--- src/sv/assert_macros.svh ---
// ----------------------------------------------------------------------------
// assert_macros.svh
// Assertion shorthands used by the converter RTL.
// ----------------------------------------------------------------------------
`ifndef ASSERT_MACROS_SVH
`define ASSERT_MACROS_SVH

// Same-cycle implication, disabled during reset
`define ASSERT_IMP(label, clk, rst, ante, cons) \
   label: assert property (@(posedge clk) disable iff (rst) (ante) |-> (cons)) \
      else $error("assertion failed");

// Next-cycle implication, disabled during reset
`define ASSERT_NEXT(label, clk, rst, ante, cons) \
   label: assert property (@(posedge clk) disable iff (rst) (ante) |=> (cons)) \
      else $error("assertion failed");

`endif

--- src/sv/i2da_pkg.sv ---
// ----------------------------------------------------------------------------
// i2da_pkg
// Word types and fixed widths for the integer to decimal ASCII converter.
// ----------------------------------------------------------------------------
`default_nettype none

package i2da_pkg;

   localparam int VALUE_W   = 31;
   localparam int COUNT_W   = 4;
   localparam int START_W   = 16;
   localparam int CHAR_W    = 6;
   localparam int POS_W     = 17;
   localparam int BIT_CNT_W = 5;

   // ASCII code of '0'; digits follow it in order
   localparam logic [CHAR_W-1:0] ASCII_ZERO = 6'd48;
   localparam logic [CHAR_W-1:0] ASCII_NINE = 6'd57;

   // Double dabble correction: a digit of five or more gets three added
   localparam logic [3:0] DD_THRESHOLD = 4'd5;
   localparam logic [3:0] DD_BIAS      = 4'd3;

   typedef struct packed {
      logic [VALUE_W-1:0] value;
      logic [COUNT_W-1:0] digit_count;
      logic [START_W-1:0] start_position;
   } req_type;

   typedef struct packed {
      logic [CHAR_W-1:0] digit_char;
      logic [POS_W-1:0]  write_position;
      logic              last;
   } rsp_type;

endpackage

`default_nettype wire

--- src/sv/integer_to_decimal_ascii.sv ---
// ----------------------------------------------------------------------------
// integer_to_decimal_ascii
// Bit-serial binary to decimal ASCII converter, one digit word per strobe.
// ----------------------------------------------------------------------------
//  Channel   Ports                      Direction  Transfer
//  request   start, busy, req_word      in         start high while busy low
//  response  rsp_strobe, rsp_word       out        one strobe per digit word
//
//  Conversion shifts the value in one bit a cycle through a double dabble
//  register. Emission then visits one digit position a cycle: n for a
//  fixed count n, MAX_DIGITS for natural width (leading zeros are
//  stepped over silently). No new request is taken while busy is high.
//  Synchronous reset clears control; busy drops with the last digit word.
//  The receiver cannot stall; every word is taken in its strobe cycle.
`default_nettype none
`include "assert_macros.svh"

module integer_to_decimal_ascii #(
   parameter int MAX_DIGITS = 10
) (
   input  wire logic               clock,
   input  wire logic               reset,
   input  wire logic               start,
   output logic                    busy,
   input  wire i2da_pkg::req_type  req_word,
   output logic                    rsp_strobe,
   output i2da_pkg::rsp_type       rsp_word
);

   localparam int BCD_W = 4 * MAX_DIGITS;
   localparam int IDX_W = (MAX_DIGITS > 1) ? $clog2(MAX_DIGITS) : 1;

   typedef enum logic [1:0] {
      ST_IDLE,
      ST_CONVERT,
      ST_EMIT
   } state_type;

   state_type                          state_ff, state_in;
   logic                               busy_ff, busy_in;
   logic [i2da_pkg::VALUE_W-1:0]       value_ff, value_in;
   logic [i2da_pkg::BIT_CNT_W-1:0]     bit_cnt_ff, bit_cnt_in;
   logic [BCD_W-1:0]                   bcd_ff, bcd_in;
   logic [IDX_W-1:0]                   idx_ff, idx_in;
   logic                               started_ff, started_in;
   logic [i2da_pkg::POS_W-1:0]         pos_ff, pos_in;
   logic                               strobe_ff, strobe_in;
   i2da_pkg::rsp_type                  word_ff, word_in;

   logic [BCD_W-1:0]                   dd_adj;
   logic [3:0]                         cur_digit;
   logic [IDX_W-1:0]                   first_idx;
   logic                               accept;
   logic                               emit;

   assign accept = start && !busy_ff;

   // Add three to every digit of five or more ahead of the shift
   always_comb begin
      dd_adj = bcd_ff;
      for (int i = 0; i < MAX_DIGITS; i++) begin
         if (bcd_ff[4*i +: 4] >= i2da_pkg::DD_THRESHOLD) begin
            dd_adj[4*i +: 4] = bcd_ff[4*i +: 4] + i2da_pkg::DD_BIAS;
         end
      end
   end

   // First digit to visit: count minus one, saturated; natural width scans from the top
   always_comb begin
      if (req_word.digit_count == '0 ||
          32'(req_word.digit_count) > 32'(MAX_DIGITS)) begin
         first_idx = IDX_W'(MAX_DIGITS - 1);
      end else begin
         first_idx = IDX_W'(32'(req_word.digit_count) - 32'd1);
      end
   end

   assign cur_digit = bcd_ff[4*int'(idx_ff) +: 4];
   assign emit      = started_ff || (cur_digit != 4'd0) || (idx_ff == '0);

   // Next state and datapath
   always_comb begin
      state_in   = state_ff;
      busy_in    = busy_ff;
      value_in   = value_ff;
      bit_cnt_in = bit_cnt_ff;
      bcd_in     = bcd_ff;
      idx_in     = idx_ff;
      started_in = started_ff;
      pos_in     = pos_ff;
      strobe_in  = 1'b0;
      word_in    = word_ff;
      case (state_ff)
         ST_IDLE: begin
            if (accept) begin
               state_in   = ST_CONVERT;
               busy_in    = 1'b1;
               value_in   = req_word.value;
               bit_cnt_in = i2da_pkg::BIT_CNT_W'(i2da_pkg::VALUE_W - 1);
               bcd_in     = '0;
               idx_in     = first_idx;
               started_in = (req_word.digit_count != '0);
               pos_in     = {1'b0, req_word.start_position};
            end
         end
         ST_CONVERT: begin
            // Shift one value bit into the decimal register
            bcd_in   = {dd_adj[BCD_W-2:0], value_ff[i2da_pkg::VALUE_W-1]};
            value_in = {value_ff[i2da_pkg::VALUE_W-2:0], 1'b0};
            // A carry off the top digit means the number is wider than the register
            if (dd_adj[BCD_W-1]) begin
               started_in = 1'b1;
            end
            if (bit_cnt_ff == '0) begin
               state_in = ST_EMIT;
            end else begin
               bit_cnt_in = bit_cnt_ff - 1'b1;
            end
         end
         ST_EMIT: begin
            if (emit) begin
               strobe_in              = 1'b1;
               started_in             = 1'b1;
               word_in.digit_char     = i2da_pkg::ASCII_ZERO + {2'b00, cur_digit};
               word_in.write_position = pos_ff;
               word_in.last           = (idx_ff == '0);
               pos_in                 = pos_ff + 1'b1;
            end
            if (idx_ff == '0) begin
               state_in = ST_IDLE;
               busy_in  = 1'b0;
            end else begin
               idx_in = idx_ff - 1'b1;
            end
         end
         default: begin
            state_in = ST_IDLE;
            busy_in  = 1'b0;
         end
      endcase
   end

   // Hold state and registered outputs
   always_ff @(posedge clock) begin
      value_ff   <= value_in;
      bit_cnt_ff <= bit_cnt_in;
      bcd_ff     <= bcd_in;
      idx_ff     <= idx_in;
      started_ff <= started_in;
      pos_ff     <= pos_in;
      word_ff    <= word_in;
      if (reset) begin
         state_ff  <= ST_IDLE;
         busy_ff   <= 1'b0;
         strobe_ff <= 1'b0;
      end else begin
         state_ff  <= state_in;
         busy_ff   <= busy_in;
         strobe_ff <= strobe_in;
      end
   end

   assign busy       = busy_ff;
   assign rsp_strobe = strobe_ff;
   assign rsp_word   = word_ff;

   // Checks
   `ASSERT_NEXT(a_accept_loads, clock, reset, accept,
      state_ff == ST_CONVERT && bit_cnt_ff == i2da_pkg::BIT_CNT_W'(i2da_pkg::VALUE_W - 1))
   `ASSERT_IMP(a_digit_range, clock, reset, rsp_strobe,
      rsp_word.digit_char >= i2da_pkg::ASCII_ZERO && rsp_word.digit_char <= i2da_pkg::ASCII_NINE)
   `ASSERT_IMP(a_last_frees, clock, reset, rsp_strobe, rsp_word.last == !busy)

endmodule

`default_nettype wire

--- config.mk ---
export PLATFORM = sky130hd
export DESIGN_NAME = integer_to_decimal_ascii
export DESIGN_NICKNAME = d
export VERILOG_FILES = /design/src/sv/i2da_pkg.sv /design/src/sv/integer_to_decimal_ascii.sv
export VERILOG_INCLUDE_DIRS = /design/src /design/src/sv
export SDC_FILE = /design/constraint.sdc
export NUM_CORES = 1
export LEC_CHECK = 0
export BUFFER_PORTS_ARGS = -buffer_cell sky130_fd_sc_hd__clkbuf_2
export CORE_MARGIN = 2
export CORE_UTILIZATION = 30
export DETAILED_ROUTE_END_ITERATION = 8
export GPL_ROUTABILITY_DRIVEN = 0
export SLEW_MARGIN = 20
export SYNTH_ARGS = -nofsm -noshare
export SYNTH_HDL_FRONTEND = slang
export SYNTH_SLANG_ARGS = --single-unit
export TNS_END_PERCENT = 30
--- constraint.sdc ---
create_clock -name clock -period 3.8 [get_ports clock]
set_input_delay 0.19 -clock clock [delete_from_list [all_inputs] [get_ports clock]]
set_output_delay 0.19 -clock clock [all_outputs]
set_load 0.01 [all_outputs]
=== Word level (Yosys, flattened, before mapping) ===
Cells that the tools add are included.

* Word-level logic and storage cells: 109
* Register bits: 126
* Output and inout port bits: 26

* Equality and inequality tests: 9
* Shift operators: 1
* Muxes and demuxes: 36
* Reduce and logical (&&, ||, !) cells: 23
* Bitwise logic cells: 2
* Magnitude comparators: 11
* $add $sub $neg: 15

{| class="wikitable"
|+ Operators with widths
! kind !! count
|-
| 40-bit case mux with 2 select lines || 1
|-
| 31-bit case mux with 2 select lines || 1
|-
| 4-bit 2-to-1 mux || 13
|-
| 4-bit by 2-bit adder with 4-bit output (second input constant) || 10
|-
| 4-bit by 3-bit greater-or-equal comparator with 1-bit output (second input constant) || 10
|-
| 40-bit 2-to-1 mux || 1
|-
| 40-bit by 7-bit indexed part select with 4-bit output || 1
|-
| 17-bit 2-to-1 mux || 2
|-
| 17-bit case mux with 2 select lines || 1
|-
| 31-bit 2-to-1 mux || 1
|-
| 17-bit by 1-bit adder with 17-bit output (second input constant) || 1
|-
| 3-bit AND reduction || 5
|-
| 2-bit != test (second input constant) || 7
|-
| 5-bit 2-to-1 mux || 2
|-
| 5-bit case mux with 2 select lines || 1
|-
| 4-bit logical NOT || 2
|-
| 4-bit case mux with 2 select lines || 1
|-
| 4-bit nonzero test || 2
|-
| 4-bit by 1-bit subtractor with 4-bit output (second input constant) || 2
|-
| 5-bit by 5-bit adder with 6-bit output (first input constant) || 1
|-
| 1-bit 2-to-1 mux || 6
|-
| 2-bit 2-to-1 mux || 3
|-
| 1-bit case mux with 3 select lines || 2
|-
| 2-bit case mux with 3 select lines || 1
|-
| 15 further kinds || 20
|}

=== Logic depth before layout (Yosys ltp) ===
Gate-level depths: netlist of run 1.

* Word-level depth: 6
* Mapped depth: 10

=== Worst setup path after synthesis of run 1 ===
Ideal clock, no wire load.

* Kind: flip-flop to flip-flop
* Start: register state_ff[1]
* End: register bit_cnt_ff[0] in the netlist's numbering, enable pin
* Library setup time: 0.375 ns
* Cell stages (with the launch flop): 7
* Arrival: 3.123 ns
* Clock period less this slack: 3.498 ns
* Setup slack: 0.302 ns
* Buffers on the path: 2
* Cell sequence: dfxtp_1 -> inv_1 -> ha_1 -> clkbuf_1 -> clkbuf_1 -> a21o_1 -> a21boi_0

* Longest elaborated chain between the ends: 3
* Elaborated cells on any way between the ends: 6

{| class="wikitable"
|+ RTL lines
! what !! RTL line !! source
|-
| from (decl) || integer_to_decimal_ascii.sv:39 || <nowiki>state_type state_ff, state_in;</nowiki>
|-
| from (signal assigned) || integer_to_decimal_ascii.sv:157 || <nowiki>state_ff <= state_in;</nowiki>
|-
| 2-bit by 1-bit equality test with 1-bit output or 2-bit logical NOT (tied branches) || integer_to_decimal_ascii.sv:93 || <nowiki>case (state_ff)</nowiki>
|-
| 2-bit != test (no line) or 2-bit nonzero test (tied branches) || -- ||
|-
| 3-bit AND reduction (no line) * || -- ||
|-
| to (signal assigned) || integer_to_decimal_ascii.sv:146 || <nowiki>bit_cnt_ff <= bit_cnt_in;</nowiki>
|-
| to (decl) || integer_to_decimal_ascii.sv:42 || <nowiki>logic [i2da_pkg::BIT_CNT_W-1:0] bit_cnt_ff, bit_cnt_in;</nowiki>
|}

Mark *: on every way between the ends. The rest lies on a longest branch, timed or not.
A chain may end at the register's enable or synchronous reset.

=== Worst setup path after layout of run 1 ===
* Start: register idx_ff[0]
* End: register word_ff (netlist bit rsp_word[12]), enable pin

* Longest elaborated chain between the ends: 5
* Elaborated cells on any way between the ends: 6

{| class="wikitable"
|+ RTL lines
! what !! RTL line !! source
|-
| from (decl) || integer_to_decimal_ascii.sv:44 || <nowiki>logic [IDX_W-1:0] idx_ff, idx_in;</nowiki>
|-
| from (signal assigned) || integer_to_decimal_ascii.sv:148 || <nowiki>idx_ff <= idx_in;</nowiki>
|-
| 40-bit by 7-bit indexed part select with 4-bit output || integer_to_decimal_ascii.sv:78 || <nowiki>assign cur_digit = bcd_ff[4*int'(idx_ff) +: 4];</nowiki>
|-
| via cur_digit[3] || integer_to_decimal_ascii.sv:51 || <nowiki>logic [3:0] cur_digit;</nowiki>
|-
| 4-bit nonzero test || integer_to_decimal_ascii.sv:79 || <nowiki>assign emit = started_ff || (cur_digit != 4'd0) || (idx_ff == '0);</nowiki>
|-
| 1-bit logical OR (2 in series) || integer_to_decimal_ascii.sv:79 ||
|-
| 2-bit AND reduction (no line) || -- ||
|-
| to (signal assigned) || integer_to_decimal_ascii.sv:151 || <nowiki>word_ff <= word_in;</nowiki>
|-
| to (decl) || integer_to_decimal_ascii.sv:48 || <nowiki>i2da_pkg::rsp_type word_ff, word_in;</nowiki>
|}

The timed path passes the listed nets, and every way through them passes these cells.

==> qor.txt, run 1 <==
status -> finished, final reports clean
register area share after synthesis -> 0.567
path type of the worst setup path -> flip-flop to flip-flop
# fillers -> 2044
final period utilization -> 0.788
first-pass GRT wire length -> 20.0 mm
share of synthesized flip-flops with an asynchronous set or reset -> 0
Setup crit start kind -> flip-flop
fin nets -> 695
post-synth top area share -> 0.554
Relative slew margins -> 0.349
area of the multi-input gates -> 0.00260 mm²
Remaining DRCs -> 0
Req. time, crit path -> 3.95 ns
CTS max path bufs -> 2
DIE AREA -> 0.0229 mm²
Syn-to-layout area delta -> 19.7%
post-CTS resize count -> 0
FF+latch area -> 0.00368 mm²
Wirelength per Cell -> 14.2 µm
Top FF cell, synth -> edfxtp_1
post-route ant nets -> 0
Worst Path Max Fanout -> 20
Peak VDD IR -> 0.000366 V
RSZ-0062 raised after global routing -> no
clock latency on the worst-skew pair -> 0.42 ns
n_diodes -> 0
most common cell after layout, fill and taps aside -> edfxtp_1
WP data arrival -> 3.15 ns
Achievable Freq -> 334 MHz
power density over cell area -> 606 mW/mm²
Detailed Place HPWL -> 8.88 mm
final setup vio count -> 0
clock-pin slew on the worst setup and hold paths -> 0.06 ns
Synth Cell Area -> 0.00650 mm²
grt total ovfl -> 0
#FFs+latches synth -> 124
initial core utilization -> 0.307
largest net degree at the start of global routing -> 72
MaxCap Viol Count -> 0
Tot GR Track Use -> 0.114
drt pass-1 iters -> 4
final core utilization -> 0.368
initial antenna violation count -> 0
Hold Vio Cnt, Final -> 0
Num CTS Buffers -> 17
Vias -> 4114
R2R Setup Slk -> 0.80 ns
Die Span Y -> 151 µm
EDFF count, synth -> 120
Core ar. -> 0.0212 mm²
CP Capture Type -> flip-flop
min Tclk post-route -> 3.00 ns
post-synth cell types -> 51
worst-margin pin slew -> 0.976 ns
depth of the worst hold-timing path -> 2
vias in the first global route -> 4008
clk root buf -> clkbuf_16
ranking of synthesized cells by area -> edfxtp_1 55%, ha_1 5.8%, mux2_2 5.5%
routed vias/inst -> 4.58
H-tree depth -> 4
num rows -> 53
skew final -> 0.00798 ns
worst reg2reg path depth -> 6
CTS hold repair buffers -> 0
final wirelength -> 12.8 mm
reg2reg start -> idx_ff[0]
# port buffers -> 77
Post-CTS Setup Bufs -> 0
hold path endpoint -> state_ff[1]
RR Endpoint -> rsp_word[12]
Post-Syn Instances -> 528
Static Leak -> 2.92 nW
Sink Count -> 124
Syn Area/Cell -> 12.3 µm²
most area-hungry cell type in the Yosys netlist -> edfxtp_1
Pins Over Slew Limit -> 0
I/O pin count -> 80
Die W -> 151 µm
most frequent cells in the layout -> 120 x edfxtp_1, 77 x clkbuf_2, 47 x nor2_1
setup_tns -> 0 ns
hold_sp -> reset
synth warn -> 0
fraction of layout cells with a size suffix above 1 -> 0.260
Hold WC Path Type -> input pin to flip-flop
CTS tree -> done
drt initial violations -> 276
## per-layer routing
metal	vias to the layer above	wire length, µm	global-route usage
li1	2077	-	-
met1	1954	5970	0.147
met2	74	6140	0.186
met3	9	538	0.0310
met4	0	126	0.0379
met5	-	0	0
## state kept, by name, summed over array words and instances, names as in the netlist, 2 cells and up
register    count
bcd_ff         40
bit_cnt_ff      5
idx_ff          4
pos_ff         17
rsp_word       22
state_ff        2
value_ff       31
## critical path, cell delays in order (launching register included)
cell and delay [ns]:
edfxtp_1 0.99, mux4_1 0.68, o22ai_2 0.17, o22ai_2 0.11, nor4_4 0.40, nor2_2 0.14
buf_4 0.24
## cell families (layout without fill, tap and decap cells)
group | Yosys count | count (layout) | share of synthesized area
muxes | 54 | 54 | 0.100
buffers and inverters | 53 | 148 | 0.0350
DFF | 124 | 124 | 0.567
other | 1 | 2 | 0.000577
adders and majority gates | 30 | 30 | 0.0577
xor gates and xnor gates | 39 | 39 | 0.0526
and+or+nand+nor | 142 | 142 | 0.106
AOI/OAI and AO/OA | 85 | 85 | 0.0814
## power breakdown
group | total, mW | internal [mW] | switching (mW) | leakage, nW
logic | 1.01 | 0.448 | 0.558 | 1.48
clock network | 1.64 | 1.03 | 0.615 | 0.277
registers | 2.06 | 1.85 | 0.209 | 1.17
## how the worst max path moves through the flow
stage | start | end | cells after the start
after CTS | idx_ff[0] | rsp_word[12] | 9
after detailed placement | idx_ff[0] | rsp_word[15] | 9
after global routing | idx_ff[0] | rsp_word[12] | 9
final | idx_ff[0] | rsp_word[12] | 6
after global placement | idx_ff[0] | rsp_word[16] | 6
after floorplan | state_ff[1] | bit_cnt_ff[0] | 6
## per-stage QoR
stage / worst slack, ns / area, µm² / cells / power [mW] / hold slack, ns
3_3_place_gp: 0.848 / 7180 / 867 / 3.09 / 0.472
2_1_floorplan: 0.302 / 6500 / 529 / 2.83 / 0.261
3_5_place_dp: 0.788 / 7180 / 867 / 3.11 / 0.470
6_report: 0.805 / 7780 / 899 / 4.71 / 0.0353
4_1_cts: 0.762 / 7780 / 899 / 4.77 / 0.0227
5_1_grt: 0.480 / 7780 / 899 / 4.98 / 0.0191
## cell type report
| type | count | share of cell area |
|---|---|---|
| sequential | 124 | 0.474 |
| multi-input combinational | 352 | 0.334 |
| timing repair buffer | 83 | 0.0553 |
| clock buffer | 17 | 0.0547 |
| tap | 275 | 0.0442 |
| clock inverter | 15 | 0.0220 |
| inverter | 33 | 0.0159 |
## Yosys cell counts (11+ instances only)
master and n:
inv_1 30, nor2_1 48, nor2b_1 11, clkbuf_1 11, nor3_1 12, ha_1 30
edfxtp_1 120, a211oi_1 12, nand2_1 35, nand2b_1 13, a21oi_1 40, mux2_2 32
o21ai_0 12, xnor2_1 20, xor2_1 19, mux2i_1 13
Power figures use the tool's default switching activity.
==> run 2, diff against run 1 <==
==> constraint.sdc (replaced) <==
create_clock -name clock -period 3.1 [get_ports clock]
set_input_delay 0.155 -clock clock [delete_from_list [all_inputs] [get_ports clock]]
set_output_delay 0.155 -clock clock [all_outputs]
set_load 0.01 [all_outputs]
==> run 2 against run 1 <==
  * Sequential share of layout area shrank 0.19 points
  * Critical path type unchanged
  * Clock power grew 23%
  * Routed wire length is 1.5% higher
  * Die area unchanged
  * Design area up 0.40%
  * Via count up 1.7%
  * Register-to-register slack worse by 0.31 ns
  * Clock skew grew 0.0026 ns
  * Flip-flop and latch count stayed put
==> qor.txt, run 2 (synthesized netlist as in run 1, its figures left out) <==
status -> finished, final reports clean (unchanged)
most frequent cells in the layout -> 120 x edfxtp_1, 77 x clkbuf_2, 47 x nor2_1 (unchanged)
min Tclk post-route -> 2.60 ns (was 3.00 ns)
initial antenna violation count -> 0 (unchanged)
Req. time, crit path -> 3.22 ns (was 3.95 ns)
Post-Layout Inst Area -> 0.00781 mm² (was 0.00778 mm²)
Placed Area -> 0.00720 mm² (was 0.00718 mm²)
Static Leak -> 2.95 nW (was 2.92 nW)
largest net degree at the start of global routing -> 72 (unchanged)
Vias -> 4183 (was 4114)
hold path endpoint -> value_ff[9] (was state_ff[1])
Core ar. -> 0.0212 mm² (unchanged)
skew final -> 0.0106 ns (was 0.00798 ns)
CTS tree -> done (unchanged)
path type of the worst setup path -> flip-flop to flip-flop (unchanged)
grt total ovfl -> 0 (unchanged)
max FFs per register -> 40 (unchanged)
Hold WC Path Type -> input pin to flip-flop (unchanged)
largest reg by FF count -> bcd_ff (unchanged)
worst reg2reg path depth -> 7 (was 6)
Design Power -> 5.78 mW (was 4.71 mW)
WP data arrival -> 2.73 ns (was 3.15 ns)
Detailed Place HPWL -> 9.09 mm (was 8.88 mm)
vias in the first global route -> 3954 (was 4008)
RR Endpoint -> rsp_word[20] (was rsp_word[12])
# fillers -> 2059 (was 2044)
fin nets -> 697 (was 695)
setup_tns -> 0 ns (unchanged)
post-CTS resize count -> 0 (unchanged)
Finished Layout Cells -> 901 (was 899)
Sink Count -> 124 (unchanged)
Setup crit start kind -> flip-flop (unchanged)
most common cell after layout, fill and taps aside -> edfxtp_1 (unchanged)
final core utilization -> 0.369 (was 0.368)
Relative slew margins -> 0.365 (was 0.349)
Die Span Y -> 151 µm (unchanged)
H-tree depth -> 4 (unchanged)
n_diodes -> 0 (unchanged)
Inst Count DP -> 868 (was 867)
Post-CTS Setup Bufs -> 0 (unchanged)
Die W -> 151 µm (unchanged)
Tot GR Track Use -> 0.117 (was 0.114)
post-route ant nets -> 0 (unchanged)
power density over cell area -> 741 mW/mm² (was 606 mW/mm²)
clock-pin slew on the worst setup and hold paths -> 0.06 ns (about the same)
R2R Setup Slk -> 0.50 ns (was 0.80 ns)
CP Capture Type -> flip-flop (unchanged)
depth of the worst hold-timing path -> 2 (unchanged)
Final WS setup -> 0.496 ns (was 0.805 ns)
num rows -> 53 (unchanged)
clk root buf -> clkbuf_16 (unchanged)
drt initial violations -> 280 (was 276)
RSZ-0062 raised after global routing -> no (unchanged)
dpl ws -> 0.465 ns (was 0.788 ns)
routed vias/inst -> 4.64 (was 4.58)
Achievable Freq -> 384 MHz (was 334 MHz)
fraction of layout cells with a size suffix above 1 -> 0.260 (about the same)
hold slack final -> 0.0382 ns (was 0.0353 ns)
hold_sp -> req_word[29] (was reset)
Syn-to-layout area delta -> 20.1% (was 19.7%)
DIE AREA -> 0.0229 mm² (unchanged)
I/O pin count -> 80 (unchanged)
MaxCap Viol Count -> 0 (unchanged)
final setup vio count -> 0 (unchanged)
top flop regs -> bcd_ff (40), value_ff (31), rsp_word (22) (unchanged)
worst-margin pin slew -> 0.952 ns (was 0.976 ns)
CTS max path bufs -> 2 (unchanged)
Peak VDD IR -> 0.000445 V (was 0.000366 V)
clock latency on the worst-skew pair -> 0.42 ns (about the same)
first-pass GRT wire length -> 20.3 mm (was 20.0 mm)
Hold Vio Cnt, Final -> 0 (unchanged)
final wirelength -> 13.0 mm (was 12.8 mm)
initial core utilization -> 0.307 (unchanged)
Remaining DRCs -> 0 (unchanged)
Wirelength per Cell -> 14.4 µm (was 14.2 µm)
Pins Over Slew Limit -> 0 (unchanged)
Num CTS Buffers -> 17 (unchanged)
Worst Path Max Fanout -> 18 (was 20)
drt pass-1 iters -> 5 (was 4)
final period utilization -> 0.840 (was 0.788)
reg2reg start -> idx_ff[0] (unchanged)
# port buffers -> 77 (unchanged)
==> run 2: final cells by class <==
cell class                      instances  area, µm²  area share
Clock inverter                         14        169      0.0216
Sequential cell                       124       3680       0.472
Timing Repair Buffer                   85        460      0.0590
Clock buffer                           18        429      0.0550
Tap cell                              275        344      0.0441
Inverter                               33        124      0.0159
Multi-Input combinational cell        352       2600       0.333
==> run 2: how the worst max path moves through the flow <==
stage	from	endpoint	slack (ns)
after CTS	idx_ff[0]	rsp_word[20]	0.46
after global routing	idx_ff[0]	rsp_word[20]	0.29
after floorplan	idx_ff[0]	rsp_word[0]	0.1
final	idx_ff[0]	rsp_word[20]	0.50
after global placement	idx_ff[0]	rsp_word[18]	0.53
after detailed placement	idx_ff[0]	rsp_word[13]	0.47
==> run 2: critical path, cell delays in order (launching register included) <==
cell      delay [ns]
edfxtp_1        0.57
buf_4           0.31
mux2i_1         0.11
mux4_2          0.49
o22ai_2         0.23
nor4_4          0.10
nor2_2          0.30
buf_12          0.21
==> run 2: per-layer routing <==
metal | track usage | up-vias | routed length (µm)
li1 | - | 2089 | -
met1 | 0.154 | 2004 | 6170
met2 | 0.185 | 79 | 6110
met3 | 0.0322 | 11 | 515
met4 | 0.0435 | 0 | 174
met5 | 0 | - | 0
==> run 2: timing repair <==
action / 4_1_cts / 5_1_grt
hold buffers: 1 / 0
endpoints found under the hold margin: 4 / 0
setup endpoints to repair: 0 / 0
==> run 2: power breakdown <==
part	leakage, nW	internal, mW	switching, mW
Combinational	1.49	0.552	0.689
Sequential	1.17	2.27	0.251
Clock	0.292	1.27	0.750
